## config.mk

```make
export PLATFORM = sky130hd
export DESIGN_NAME = array_list_insert_remove_unit
export DESIGN_NICKNAME = d
export VERILOG_FILES = /design/src/alir_pkg.sv /design/src/alir_datapath.sv /design/src/alir_ctrl.sv /design/src/array_list_insert_remove_unit.sv
export SDC_FILE = /design/constraint.sdc
export NUM_CORES = 2
export LEC_CHECK = 0
export ABC_AREA = 1
export BUFFER_PORTS_ARGS = -buffer_cell sky130_fd_sc_hd__buf_2
export CORE_MARGIN = 1
export CORE_UTILIZATION = 45
export CTS_BUF_LIST = sky130_fd_sc_hd__clkbuf_4 sky130_fd_sc_hd__clkbuf_8
export DETAILED_ROUTE_END_ITERATION = 10
export PLACE_DENSITY_LB_ADDON = 0.3
export SLEW_MARGIN = 20
export SYNTH_ARGS = -nofsm -noshare
export SYNTH_HDL_FRONTEND = slang
export SYNTH_SLANG_ARGS = --single-unit
```

## constraint.sdc

```tcl
create_clock -name clk -period 6.6 [get_ports clk]
set_clock_uncertainty 0.15 [all_clocks]
set_input_delay 1.32 -clock clk [delete_from_list [all_inputs] [get_ports clk]]
set_output_delay 1.32 -clock clk [all_outputs]
set_load 0.05 [all_outputs]
```

## src/alir_pkg.sv

```systemverilog
// ----------------------------------------------------------------------------
// alir_pkg
// Types and codes shared by the list controller, datapath and top level.
// ----------------------------------------------------------------------------
package alir_pkg;

  localparam int OP_W   = 3;
  localparam int POS_W  = 6;
  localparam int DATA_W = 32;
  localparam int CFG_W  = 6;
  localparam int TOT_W  = 6;

  localparam logic [CFG_W-1:0] CAP_RESET = 6'd32;

  localparam logic [OP_W-1:0] OP_APPEND = 3'd0;
  localparam logic [OP_W-1:0] OP_INSERT = 3'd1;
  localparam logic [OP_W-1:0] OP_REMOVE = 3'd2;
  localparam logic [OP_W-1:0] OP_PURGE  = 3'd3;
  localparam logic [OP_W-1:0] OP_DUMP   = 3'd4;

  typedef struct packed {
    logic [OP_W-1:0]          operation;
    logic [POS_W-1:0]         position;
    logic signed [DATA_W-1:0] operand_value;
  } req_t;

  typedef struct packed {
    logic                     status;
    logic signed [DATA_W-1:0] element;
    logic                     element_valid;
    logic                     last;
    logic [TOT_W-1:0]         entry_total;
  } rsp_t;

  typedef enum logic [2:0] {
    PTR_HOLD,
    PTR_COUNT,
    PTR_POS1,
    PTR_CLEAR,
    PTR_INC,
    PTR_DEC
  } ptr_op_t;

  typedef enum logic [2:0] {
    SCAN_NONE,
    SCAN_UP,
    SCAN_DOWN,
    SCAN_PACK,
    SCAN_READ
  } scan_op_t;

  typedef enum logic [1:0] {
    WR_NONE,
    WR_AT_COUNT,
    WR_AT_POS
  } wr_op_t;

  typedef enum logic [1:0] {
    CNT_HOLD,
    CNT_INC,
    CNT_DEC,
    CNT_LOAD_J
  } cnt_op_t;

  typedef enum logic [1:0] {
    RSP_NONE,
    RSP_DONE,
    RSP_ENTRY
  } rsp_op_t;

  typedef struct packed {
    logic     latch;
    logic     st_load;
    logic     st_value;
    logic     j_clear;
    ptr_op_t  ptr_op;
    scan_op_t scan_op;
    wr_op_t   wr_op;
    cnt_op_t  cnt_op;
    rsp_op_t  rsp_op;
  } dp_cmd_t;

  typedef struct packed {
    logic [OP_W-1:0] op;
    logic            full;
    logic            ins_ok;
    logic            rem_ok;
    logic            empty;
    logic            ptr_gt_pos;
    logic            ptr_lt_count;
    logic            dump_last;
    logic            pend;
    logic            out_free;
  } dp_status_t;

endpackage

```

## src/alir_datapath.sv

```systemverilog
// ----------------------------------------------------------------------------
// alir_datapath
// List store, scan pointers, entry count, capacity register and result word.
// ----------------------------------------------------------------------------
module alir_datapath #(
  parameter int LIST_DEPTH = 32
) (
  input  logic                      clk,
  input  logic                      rst,
  input  alir_pkg::req_t            req,
  input  logic                      cfg_valid,
  input  logic [alir_pkg::CFG_W-1:0] cfg_data,
  input  alir_pkg::dp_cmd_t         cmd,
  output alir_pkg::dp_status_t      status,
  output alir_pkg::rsp_t            rsp,
  output logic                      rsp_valid,
  input  logic                      rsp_ready
);
  import alir_pkg::*;

  localparam int AW   = (LIST_DEPTH > 1) ? $clog2(LIST_DEPTH) : 1;
  localparam int CW   = $clog2(LIST_DEPTH + 1);
  localparam int CMPW = (CW > POS_W) ? CW : POS_W;
  localparam logic [CMPW-1:0] DEPTH_X = CMPW'(LIST_DEPTH);

  logic [DATA_W-1:0] mem [LIST_DEPTH];
  logic [DATA_W-1:0] rdata;

  logic [OP_W-1:0]   op_q;
  logic [POS_W-1:0]  pos_q;
  logic [DATA_W-1:0] val_q;
  logic [CFG_W-1:0]  capacity;
  logic [CW-1:0]     count;
  logic [CW-1:0]     ptr;
  logic [CW-1:0]     j;
  logic              st_q;
  logic              pend;
  logic              pend_pack;
  logic [AW-1:0]     pend_dst;

  logic [CW-1:0]     ptr_m1;
  logic [CW-1:0]     ptr_p1;
  logic [CMPW-1:0]   count_x;
  logic [CMPW-1:0]   pos_x;
  logic [CMPW-1:0]   cap_x;
  logic [CMPW-1:0]   limit;
  logic              keep;
  logic              mem_re;
  logic [AW-1:0]     mem_ra;
  logic              mem_we;
  logic [AW-1:0]     mem_wa;
  logic [DATA_W-1:0] mem_wd;

  assign ptr_m1  = ptr - CW'(1);
  assign ptr_p1  = ptr + CW'(1);
  assign count_x = CMPW'(count);
  assign pos_x   = CMPW'(pos_q);
  assign cap_x   = CMPW'(capacity);
  assign limit   = (cap_x > DEPTH_X) ? DEPTH_X : cap_x;
  assign keep    = !pend_pack || (rdata != val_q);

  always_comb begin
    status.op           = op_q;
    status.full         = (count_x >= limit) || (count_x >= DEPTH_X);
    status.ins_ok       = !status.full && (pos_x <= count_x);
    status.rem_ok       = pos_x < count_x;
    status.empty        = count == '0;
    status.ptr_gt_pos   = CMPW'(ptr) > pos_x;
    status.ptr_lt_count = ptr < count;
    status.dump_last    = ptr_p1 == count;
    status.pend         = pend;
    status.out_free     = !rsp_valid || rsp_ready;
  end

  always_comb begin
    mem_re = cmd.scan_op != SCAN_NONE;
    mem_ra = (cmd.scan_op == SCAN_UP) ? ptr_m1[AW-1:0] : ptr[AW-1:0];
    mem_we = 1'b0;
    mem_wa = pend_dst;
    mem_wd = rdata;
    if (pend) begin
      mem_we = keep;
      mem_wa = pend_pack ? j[AW-1:0] : pend_dst;
    end else begin
      case (cmd.wr_op)
        WR_AT_COUNT: begin
          mem_we = 1'b1;
          mem_wa = count[AW-1:0];
          mem_wd = val_q;
        end
        WR_AT_POS: begin
          mem_we = 1'b1;
          mem_wa = AW'(pos_q);
          mem_wd = val_q;
        end
        default: ;
      endcase
    end
  end

  always_ff @(posedge clk) begin
    if (mem_we) mem[mem_wa] <= mem_wd;
    if (mem_re) rdata <= mem[mem_ra];
  end

  always_ff @(posedge clk) begin
    if (cmd.latch) begin
      op_q  <= req.operation;
      pos_q <= req.position;
      val_q <= req.operand_value;
    end
    if (cmd.st_load) st_q <= cmd.st_value;
    pend_dst <= (cmd.scan_op == SCAN_UP) ? ptr[AW-1:0] : ptr_m1[AW-1:0];
    case (cmd.rsp_op)
      RSP_DONE: begin
        rsp.status        <= st_q;
        rsp.element       <= '0;
        rsp.element_valid <= 1'b0;
        rsp.last          <= 1'b1;
        rsp.entry_total   <= TOT_W'(count);
      end
      RSP_ENTRY: begin
        rsp.status        <= 1'b0;
        rsp.element       <= rdata;
        rsp.element_valid <= 1'b1;
        rsp.last          <= status.dump_last;
        rsp.entry_total   <= TOT_W'(count);
      end
      default: ;
    endcase
  end

  always_ff @(posedge clk) begin
    if (rst) begin
      capacity  <= CAP_RESET;
      count     <= '0;
      ptr       <= '0;
      j         <= '0;
      pend      <= 1'b0;
      pend_pack <= 1'b0;
      rsp_valid <= 1'b0;
    end else begin
      if (cfg_valid) capacity <= cfg_data;

      case (cmd.cnt_op)
        CNT_INC:    count <= count + CW'(1);
        CNT_DEC:    count <= count - CW'(1);
        CNT_LOAD_J: count <= j;
        default: ;
      endcase

      case (cmd.ptr_op)
        PTR_COUNT: ptr <= count;
        PTR_POS1:  ptr <= CW'(pos_x + CMPW'(1));
        PTR_CLEAR: ptr <= '0;
        PTR_INC:   ptr <= ptr_p1;
        PTR_DEC:   ptr <= ptr_m1;
        default: ;
      endcase

      if (cmd.j_clear) begin
        j <= '0;
      end else if (pend && pend_pack && keep) begin
        j <= j + CW'(1);
      end

      pend      <= (cmd.scan_op == SCAN_UP) || (cmd.scan_op == SCAN_DOWN) ||
                   (cmd.scan_op == SCAN_PACK);
      pend_pack <= cmd.scan_op == SCAN_PACK;

      if (cmd.rsp_op != RSP_NONE) begin
        rsp_valid <= 1'b1;
      end else if (rsp_ready) begin
        rsp_valid <= 1'b0;
      end
    end
  end

endmodule

```

## src/alir_ctrl.sv

```systemverilog
// ----------------------------------------------------------------------------
// alir_ctrl
// Command sequencer: decodes one request word and steps the datapath scans.
// ----------------------------------------------------------------------------
module alir_ctrl (
  input  logic                 clk,
  input  logic                 rst,
  input  logic                 req_valid,
  output logic                 req_ready,
  input  alir_pkg::dp_status_t status,
  output alir_pkg::dp_cmd_t    cmd
);
  import alir_pkg::*;

  typedef enum logic [3:0] {
    S_IDLE,
    S_DECODE,
    S_SHIFT_UP,
    S_INS_WRITE,
    S_SHIFT_DOWN,
    S_PACK,
    S_DUMP_READ,
    S_DUMP_OUT,
    S_FINISH
  } state_t;

  state_t state;
  state_t state_next;

  assign req_ready = state == S_IDLE;

  always_comb begin
    state_next   = state;
    cmd.latch    = 1'b0;
    cmd.st_load  = 1'b0;
    cmd.st_value = 1'b0;
    cmd.j_clear  = 1'b0;
    cmd.ptr_op   = PTR_HOLD;
    cmd.scan_op  = SCAN_NONE;
    cmd.wr_op    = WR_NONE;
    cmd.cnt_op   = CNT_HOLD;
    cmd.rsp_op   = RSP_NONE;
    case (state)
      S_IDLE: begin
        if (req_valid) begin
          cmd.latch  = 1'b1;
          state_next = S_DECODE;
        end
      end
      S_DECODE: begin
        cmd.st_load = 1'b1;
        state_next  = S_FINISH;
        case (status.op)
          OP_APPEND: begin
            if (status.full) begin
              cmd.st_value = 1'b1;
            end else begin
              cmd.wr_op  = WR_AT_COUNT;
              cmd.cnt_op = CNT_INC;
            end
          end
          OP_INSERT: begin
            if (status.ins_ok) begin
              cmd.ptr_op = PTR_COUNT;
              state_next = S_SHIFT_UP;
            end else begin
              cmd.st_value = 1'b1;
            end
          end
          OP_REMOVE: begin
            if (status.rem_ok) begin
              cmd.ptr_op = PTR_POS1;
              state_next = S_SHIFT_DOWN;
            end else begin
              cmd.st_value = 1'b1;
            end
          end
          OP_PURGE: begin
            cmd.ptr_op  = PTR_CLEAR;
            cmd.j_clear = 1'b1;
            state_next  = S_PACK;
          end
          OP_DUMP: begin
            if (!status.empty) begin
              cmd.ptr_op = PTR_CLEAR;
              state_next = S_DUMP_READ;
            end
          end
          default: cmd.st_value = 1'b1;
        endcase
      end
      S_SHIFT_UP: begin
        if (status.ptr_gt_pos) begin
          cmd.scan_op = SCAN_UP;
          cmd.ptr_op  = PTR_DEC;
        end else begin
          state_next = S_INS_WRITE;
        end
      end
      S_INS_WRITE: begin
        // last copy drains first, one write port
        if (!status.pend) begin
          cmd.wr_op  = WR_AT_POS;
          cmd.cnt_op = CNT_INC;
          state_next = S_FINISH;
        end
      end
      S_SHIFT_DOWN: begin
        if (status.ptr_lt_count) begin
          cmd.scan_op = SCAN_DOWN;
          cmd.ptr_op  = PTR_INC;
        end else begin
          cmd.cnt_op = CNT_DEC;
          state_next = S_FINISH;
        end
      end
      S_PACK: begin
        if (status.ptr_lt_count) begin
          cmd.scan_op = SCAN_PACK;
          cmd.ptr_op  = PTR_INC;
        end else if (!status.pend) begin
          cmd.cnt_op = CNT_LOAD_J;
          state_next = S_FINISH;
        end
      end
      S_DUMP_READ: begin
        cmd.scan_op = SCAN_READ;
        state_next  = S_DUMP_OUT;
      end
      S_DUMP_OUT: begin
        if (status.out_free) begin
          cmd.rsp_op = RSP_ENTRY;
          cmd.ptr_op = PTR_INC;
          state_next = status.dump_last ? S_IDLE : S_DUMP_READ;
        end
      end
      S_FINISH: begin
        if (status.out_free) begin
          cmd.rsp_op = RSP_DONE;
          state_next = S_IDLE;
        end
      end
      default: state_next = S_IDLE;
    endcase
  end

  always_ff @(posedge clk) begin
    if (rst) begin
      state <= S_IDLE;
    end else begin
      state <= state_next;
    end
  end

endmodule

```

## src/array_list_insert_remove_unit.sv

```systemverilog
// ----------------------------------------------------------------------------
// array_list_insert_remove_unit
// Bounded ordered list of signed words with append, insert, remove, purge, dump.
// ----------------------------------------------------------------------------
// Throughput: one request word at a time; the shift and purge scans move one
//   entry per cycle through the list store, which has one read port and one
//   write port, with registered read data.
// Reset: entry count 0, capacity 32, result channel empty; store contents kept.
// ----------------------------------------------------------------------------
module array_list_insert_remove_unit #(
  parameter int LIST_DEPTH = 32
) (
  input  logic                       clk,
  input  logic                       rst,
  input  logic                       req_valid,
  output logic                       req_ready,
  input  alir_pkg::req_t             req,
  output logic                       rsp_valid,
  input  logic                       rsp_ready,
  output alir_pkg::rsp_t             rsp,
  input  logic                       cfg_valid,
  output logic                       cfg_ready,
  input  logic [alir_pkg::CFG_W-1:0] cfg_data
);
  import alir_pkg::*;

  dp_cmd_t    cmd;
  dp_status_t status;

  assign cfg_ready = 1'b1;

  alir_ctrl u_ctrl (
    .clk       (clk),
    .rst       (rst),
    .req_valid (req_valid),
    .req_ready (req_ready),
    .status    (status),
    .cmd       (cmd)
  );

  alir_datapath #(
    .LIST_DEPTH (LIST_DEPTH)
  ) u_datapath (
    .clk       (clk),
    .rst       (rst),
    .req       (req),
    .cfg_valid (cfg_valid),
    .cfg_data  (cfg_data),
    .cmd       (cmd),
    .status    (status),
    .rsp       (rsp),
    .rsp_valid (rsp_valid),
    .rsp_ready (rsp_ready)
  );

endmodule

```

==> Yosys cells after proc, flatten, opt, wreduce, memory -nomap -nowiden <==
Memory sizes are Yosys's and may differ from the RTL's. A register that Yosys moved wholly into a read port is not among the register bits.
Cells that the tools add are included.
{ "totals": {"register_bits": 119, "ram_bits": 1024, "mem_count": 1} }
{ "classes": {"n_reduce_logical": 24, "magnitude_cmp": 7, "n_addsub": 6, "eq_ne": 35, "n_mux": 59} }
{ "memory_table": {"columns": ["memory", "words", "word_bits", "read_ports", "rd_ports_with_merged_regs", "write_ports", "line_no", "source"], "rows": [
  ["u_datapath.mem", 32, 32, 1, 1, 1, "alir_datapath.sv:26", "logic [DATA_W-1:0] mem [LIST_DEPTH];"]
]} }
{ "ops": {"columns": ["op", "count"], "rows": [
  ["41-bit one-hot mux with 2 select lines", 1],
  ["32-bit 2-to-1 mux", 2],
  ["4-bit 2-to-1 mux", 12],
  ["4-bit one-hot mux with 9 select lines", 1],
  ["32-bit inequality test", 1],
  ["6-bit one-hot mux with 5 select lines", 1],
  ["6-bit by 1-bit adder with 6-bit output (second input constant)", 4],
  ["6-bit 2-to-1 mux", 4],
  ["3-bit one-hot mux with 4 select lines", 2],
  ["5-bit 2-to-1 mux", 4],
  ["3-bit by 2-bit equality test with 1-bit output (second input constant)", 6],
  ["6-bit one-hot mux with 3 select lines", 1],
  ["4-bit by 3-bit equality test with 1-bit output (second input constant)", 4],
  ["4-bit one-hot mux with 4 select lines", 1],
  ["3-bit one-hot mux with 5 select lines", 1],
  ["1-bit 2-to-1 mux", 14],
  ["6-bit less-than comparator", 2],
  ["2-bit 2-to-1 mux", 6],
  ["3-bit 2-to-1 mux", 4],
  ["2-bit inequality test (second input constant)", 6],
  ["6-bit by 1-bit subtractor with 6-bit output (second input constant)", 2],
  ["5-bit one-hot mux with 2 select lines", 1],
  ["3-bit by 1-bit equality test with 1-bit output (second input constant)", 3],
  ["3-bit equality test (second input constant)", 3],
  ["25 further kinds", 45]
]} }

==> Longest topological paths before layout <==
{ "logic_depth": {"depth_word": 13, "mapped_depth": 21, "ltp_nobuf": 20} }

==> Modules after synthesis <==
From an unflattened synthesis, not the netlist that was laid out.
{ "unflattened": {"hier_cells": 5313, "area_unflattened_um2": 52856.9} }
{ "by_module_without_submodules": {"columns": ["mod", "cells_each", "area_per_inst_um2", "seq_area_each_um2", "instances"], "rows": [
  ["alir_datapath", 5202, 52255.1, 34843.4, 1],
  ["alir_ctrl", 109, 590.6, 80.1, 1],
  ["array_list_insert_remove_unit", 2, 11.3, 0.0, 1]
]} }

==> Worst setup path after synthesis <==
OpenSTA, ideal clock, no wires.
{ "synth_path": {"path_type": "reg-to-reg", "from": "register u_datapath.capacity[2], in the netlist u_datapath.cap_x[2]", "to": "memory u_datapath.mem[10][0], enable pin", "path_buffers": 1, "path_stages_with_launch": 20, "t_arrival_ns": 4.630, "slack_ns": 1.388, "setup_time_ns": 0.432, "path_cell_list": "dfxtp_1 nor2_1 nand2_1 o21ai_0 nand2_1 ha_1 nand3_1 nand3b_1 nor2_1 nand3_1 inv_1 ha_1 nor2_1 inv_1 clkbuf_1 a221oi_1 nor3_1 nor2_1 nand2_1 a21oi_1"} }
{ "synth_between": {"elab_chain_cells": 13, "elab_cells_between_ends": 16} }
{ "synth_rtl": {"columns": ["element", "line_no", "source"], "rows": [
  ["start, declared", "alir_datapath.sv:32", "logic [CFG_W-1:0] capacity;"],
  ["start signal, assigned", "alir_datapath.sv:143", "if (cfg_valid) capacity <= cfg_data;"],
  ["6-bit > comparator", "alir_datapath.sv:59", "assign limit = (cap_x > DEPTH_X) ? DEPTH_X : cap_x;"],
  ["6-bit 2-to-1 mux (*)", "alir_datapath.sv:59", null],
  ["6-bit greater-or-equal comparator (*)", "alir_datapath.sv:64", "status.full = (count_x >= limit) || (count_x >= DEPTH_X);"],
  ["1-bit logical OR (*)", "alir_datapath.sv:64", null],
  ["3-bit 2-to-1 mux (*)", "alir_ctrl.sv:55", "if (status.full) begin"],
  ["4-bit 2-to-1 mux (*)", "alir_ctrl.sv:53", "case (status.op)"],
  ["2-bit one-hot mux with 2 select lines (*)", "alir_ctrl.sv:43", "case (state)"],
  ["2-bit by 1-bit equality test with 1-bit output or 2-bit equality test (tied branches)", "alir_datapath.sv:85", "case (cmd.wr_op)"],
  ["2-bit OR reduction (no source line)", null, null],
  ["1-bit 2-to-1 mux", "alir_datapath.sv:85", null],
  ["1-bit 2-to-1 mux", "alir_datapath.sv:81", "if (pend) begin"],
  ["1-bit 2-to-1 mux", "alir_datapath.sv:102", "if (mem_we) mem[mem_wa] <= mem_wd;"],
  ["1-bit 2-to-1 mux (implied by the code)", "alir_datapath.sv:102", null],
  ["end, declared", "alir_datapath.sv:26", null]
]} }
Mark *: on every way between the ends. The rest lies on a longest branch, timed or not.

==> Worst setup path in the final report <==
{ "layout_path": {"from": "register u_datapath.capacity[2], in the netlist u_datapath.cap_x[2]", "to": "memory u_datapath.mem[13][6], enable pin"} }
Same word-level chain as after synthesis.

==> impl_results.md <==
- CP Buf/Inv Count: 4
- Fin crit share: slightly above 80%
- Max-cap violations: 0
- Synthesized area per cell: 9.943 um^2
- Crit path time final: 5435 ps
- Synth top cells by count: nand2_1 (1,234), inv_1 (1,160), nand3_1 (1,158)
- Setup repair after global routing missed its margin: false
- Final hold violation count: 0
- Gpl congestion: about 0.9
- Worst Tran Pin Value: 1122 ps
- CP Max Fanout: 26
- Register area share after synthesis: 65.66%
- PwrDens: around 340 nW/um^2
- Max-slew violations: 0
- Syn Nets: 5,438
- LEAKAGE: about 26 nW
- Post-cts sizing count: 0
- Crit. End Element: flop
- H-tree Lvls: 4
- #FFs+latches synth: 1,175
- Fin nets: around 5,600
- Multi-input gate area: ~13,000 um^2
- Mapped Area: 53,190 um^2
- Placed cells: just under 7,000
- Fillers: roughly 10,000
- I/O Pins: between 90 and 100
- TritonCTS clock tree: done
- CTS Buf Count: roughly 190
- Skew-Pair Late Insertion Delay: approximately 870 ps
- Clk sink count: ~1,200
- Synth cell types: 44
- Num rows: approximately 130
- Finished Layout Cells: 7,136
- VDD IR max: ~0.00027 V
- Most frequent cell after synthesis: nand2_1
- Wire length of the first global-routing pass: 220,600 um
- Effective utilization at floorplan: 45.59%
- Area share of the largest cell type after synthesis: between 60 and 70%
- Slowest CP cell: a21oi_4
- # hold bufs at CTS: 0
- Antenna violations before repair: 2
- Top cells by area, synth: edfxtp_1 (64%), nand3_1 (11%), nand2_1 (8.7%), inv_1 (8.2%), dfxtp_1 (1.4%)
- Setup bufs post-CTS: 0
- Layout cell share with drive strength beyond 1: about a tenth
- DIE WIDTH: 345.8 um
- CP peak stage delay: roughly 840 ps
- Total Wirelength: approximately 150,000 um
- Tot GR Track Use: roughly 24%
- YS warnings: 0
- Number of global-route vias before repair: around 36,000
- Via density: about 5.3
- WP data arrival: between 5000 and 6000 ps
- Detailed-router iteration count before antenna repair: 5
- Yosys top cell by area: edfxtp_1
- WS Path Type: flop to flop
- Largest net degree at the start of global routing: about 130
- First DRT Iteration DRCs: 3,992
- Slew headroom: between 20% and 30%
- Root Driver: clkbuf_8
- Worst Hold Class: flop to flop
- Critical path required time: 7000 ps
- Post-Syn Instances: roughly 5,300
- Routed vias: about 38,000
- Worst-case clock buffer depth: 3
- Reg clk slew, reported paths: around 60 ps
- Area growth, synth to finish: 11.95%
- Highest clock rate: approximately 180 MHz
- Asr flop ratio synth: 0%
- Wire length per cell: just over 20 um
- Area of the core: between 100,000 and 150,000 um^2
- Final Setup Violations: 0
- WHS: ~350 ps
- Final TNS setup: 0 ps
- DP HPWL: slightly above 80,000 um
- Crit start category: flop
- CP delay by family, top: simple AND/OR/NAND/NOR gates
- Die H: 345.8 um
- Antenna viol nets, final: 0
- DRC viols: 0
- Die Area: approximately 120,000 um^2
- Worst R2R Setup Slack: about 1200 ps
- PortBufs: 94
- Overflow left after global routing: 0
- Ys flop type: edfxtp_1
- EDFF count, synth: around 1,100
- Reg area: approximately 35,000 um^2
- Crit-path cells: nor2_1 -> nand2_1 -> o21ai_0 -> nand2_1 -> ha_1 -> nand3_1 -> a21oi_1 -> nor2_1 -> nand3_1 -> inv_1 -> ha_1 -> nor2_4 -> inv_4 -> a221oi_1 -> nor3_1 -> inv_1 -> nor2_1 -> nand2_1 -> a21oi_4 -> buf_4
- Status: finished, final reports clean
logic make-up after synthesis:
family                   after synthesis  synth area share (%)
adder cells (fa/ha/maj)               37                0.8845
buffers and inverters               1430                 10.57
XOR/XNOR                              38                0.6258
flip-flops                          1175                 65.66
AND/OR/NAND/NOR                     2532                 20.81
other                                  1              0.007051
multiplexers                           1               0.01882
AO/OA/AOI/OAI                        135                 1.421
area by class of cell:
type                            instances  area share (%)
Clock buffer                          237           4.984
Timing Repair Buffer                  205           2.681
Multi-Input combinational cell       2744           22.25
Tap cell                             1524           3.202
Clock inverter                         85          0.8657
Sequential cell                      1175           58.65
Antenna cell                            2        0.008405
Inverter                             1164           7.352
power breakdown:
| group | switching, W | total [W] | internal (W) | leakage, nW |
|---|---|---|---|---|
| Sequential | 0.000148 | 0.00873 | 0.00858 | 10.5 |
| Combinational | 0.00412 | 0.00559 | 0.00147 | 13.3 |
| Clock | 0.00288 | 0.00596 | 0.00309 | 1.83 |
cells in the final DEF, fill, tap and decap left out, types with 7 or more instances in the layout:
master	netlist	final
nor4_1	7	7
clkinv_1	1	52
dfxtp_1	36	36
clkbuf_4	0	47
nand4_1	11	11
nand2_1	1234	1219
buf_12	0	17
edfxtp_1	1139	1139
xor2_1	29	29
a21oi_1	67	33
buf_2	133	94
ha_1	36	34
nand3_1	1158	1157
inv_1	1160	1159
or2_2	7	7
clkinv_2	0	19
buf_4	23	90
a21oi_4	1	36
clkbuf_8	0	190
nor3_1	16	16
nand2_2	3	15
o21ai_4	1	10
xnor2_1	9	9
nor2_1	90	88
o21ai_0	46	34
metrics by stage:
stage | instance area (um^2) | setup slack, ps | util (%) | power [W]
after floorplan | 53190 | 1388 | - | 0.01239
after global placement | 55920 | 1277 | 47.92 | 0.01430
after detailed placement | 55960 | 1329 | 47.96 | 0.01435
after CTS | 59440 | 1294 | 50.95 | 0.02025
after global routing | 59540 | 785.7 | 51.03 | 0.02113
final | 59540 | 1165 | 51.03 | 0.02029
path summary, 6_finish.rpt:
check	startpoint	to	cells past startpoint
min	u_datapath.cap_x[0]	u_datapath.cap_x[0]	2
max	u_datapath.cap_x[2]	u_datapath.mem[13][6]	20
max reg2reg	u_datapath.cap_x[2]	u_datapath.mem[13][6]	20
min reg2reg	u_datapath.cap_x[0]	u_datapath.cap_x[0]	2
tightest hold or removal path, cell delays in order (launching register included):
cell,delay (ps)
dfxtp_1,310
inv_1,70
a21oi_1,70
sequential cells by signal, indices dropped and copies added, names as in the netlist:
name and flops:
u_datapath.count 6, u_datapath.rsp_valid 1, u_datapath.pend_dst 5, u_datapath.rdata 32, u_datapath.cap_x 6, u_datapath.pend 1, u_datapath.ptr 6, u_datapath.rsp 41
u_datapath.st_q 1, u_datapath.pos_q 6, u_datapath.op_q 3, u_datapath.val_q 32, u_ctrl.state 4, u_datapath.mem 1024, u_datapath.pend_pack 1, u_datapath.j 6
per-layer routing:
metal  share of wire [%]  track usage [%]
met5                   0                0
met2                  47            39.73
met1                  42            33.03
met3                 8.6            3.878
met4                 2.2            7.492
Power figures use the tool's default switching activity.
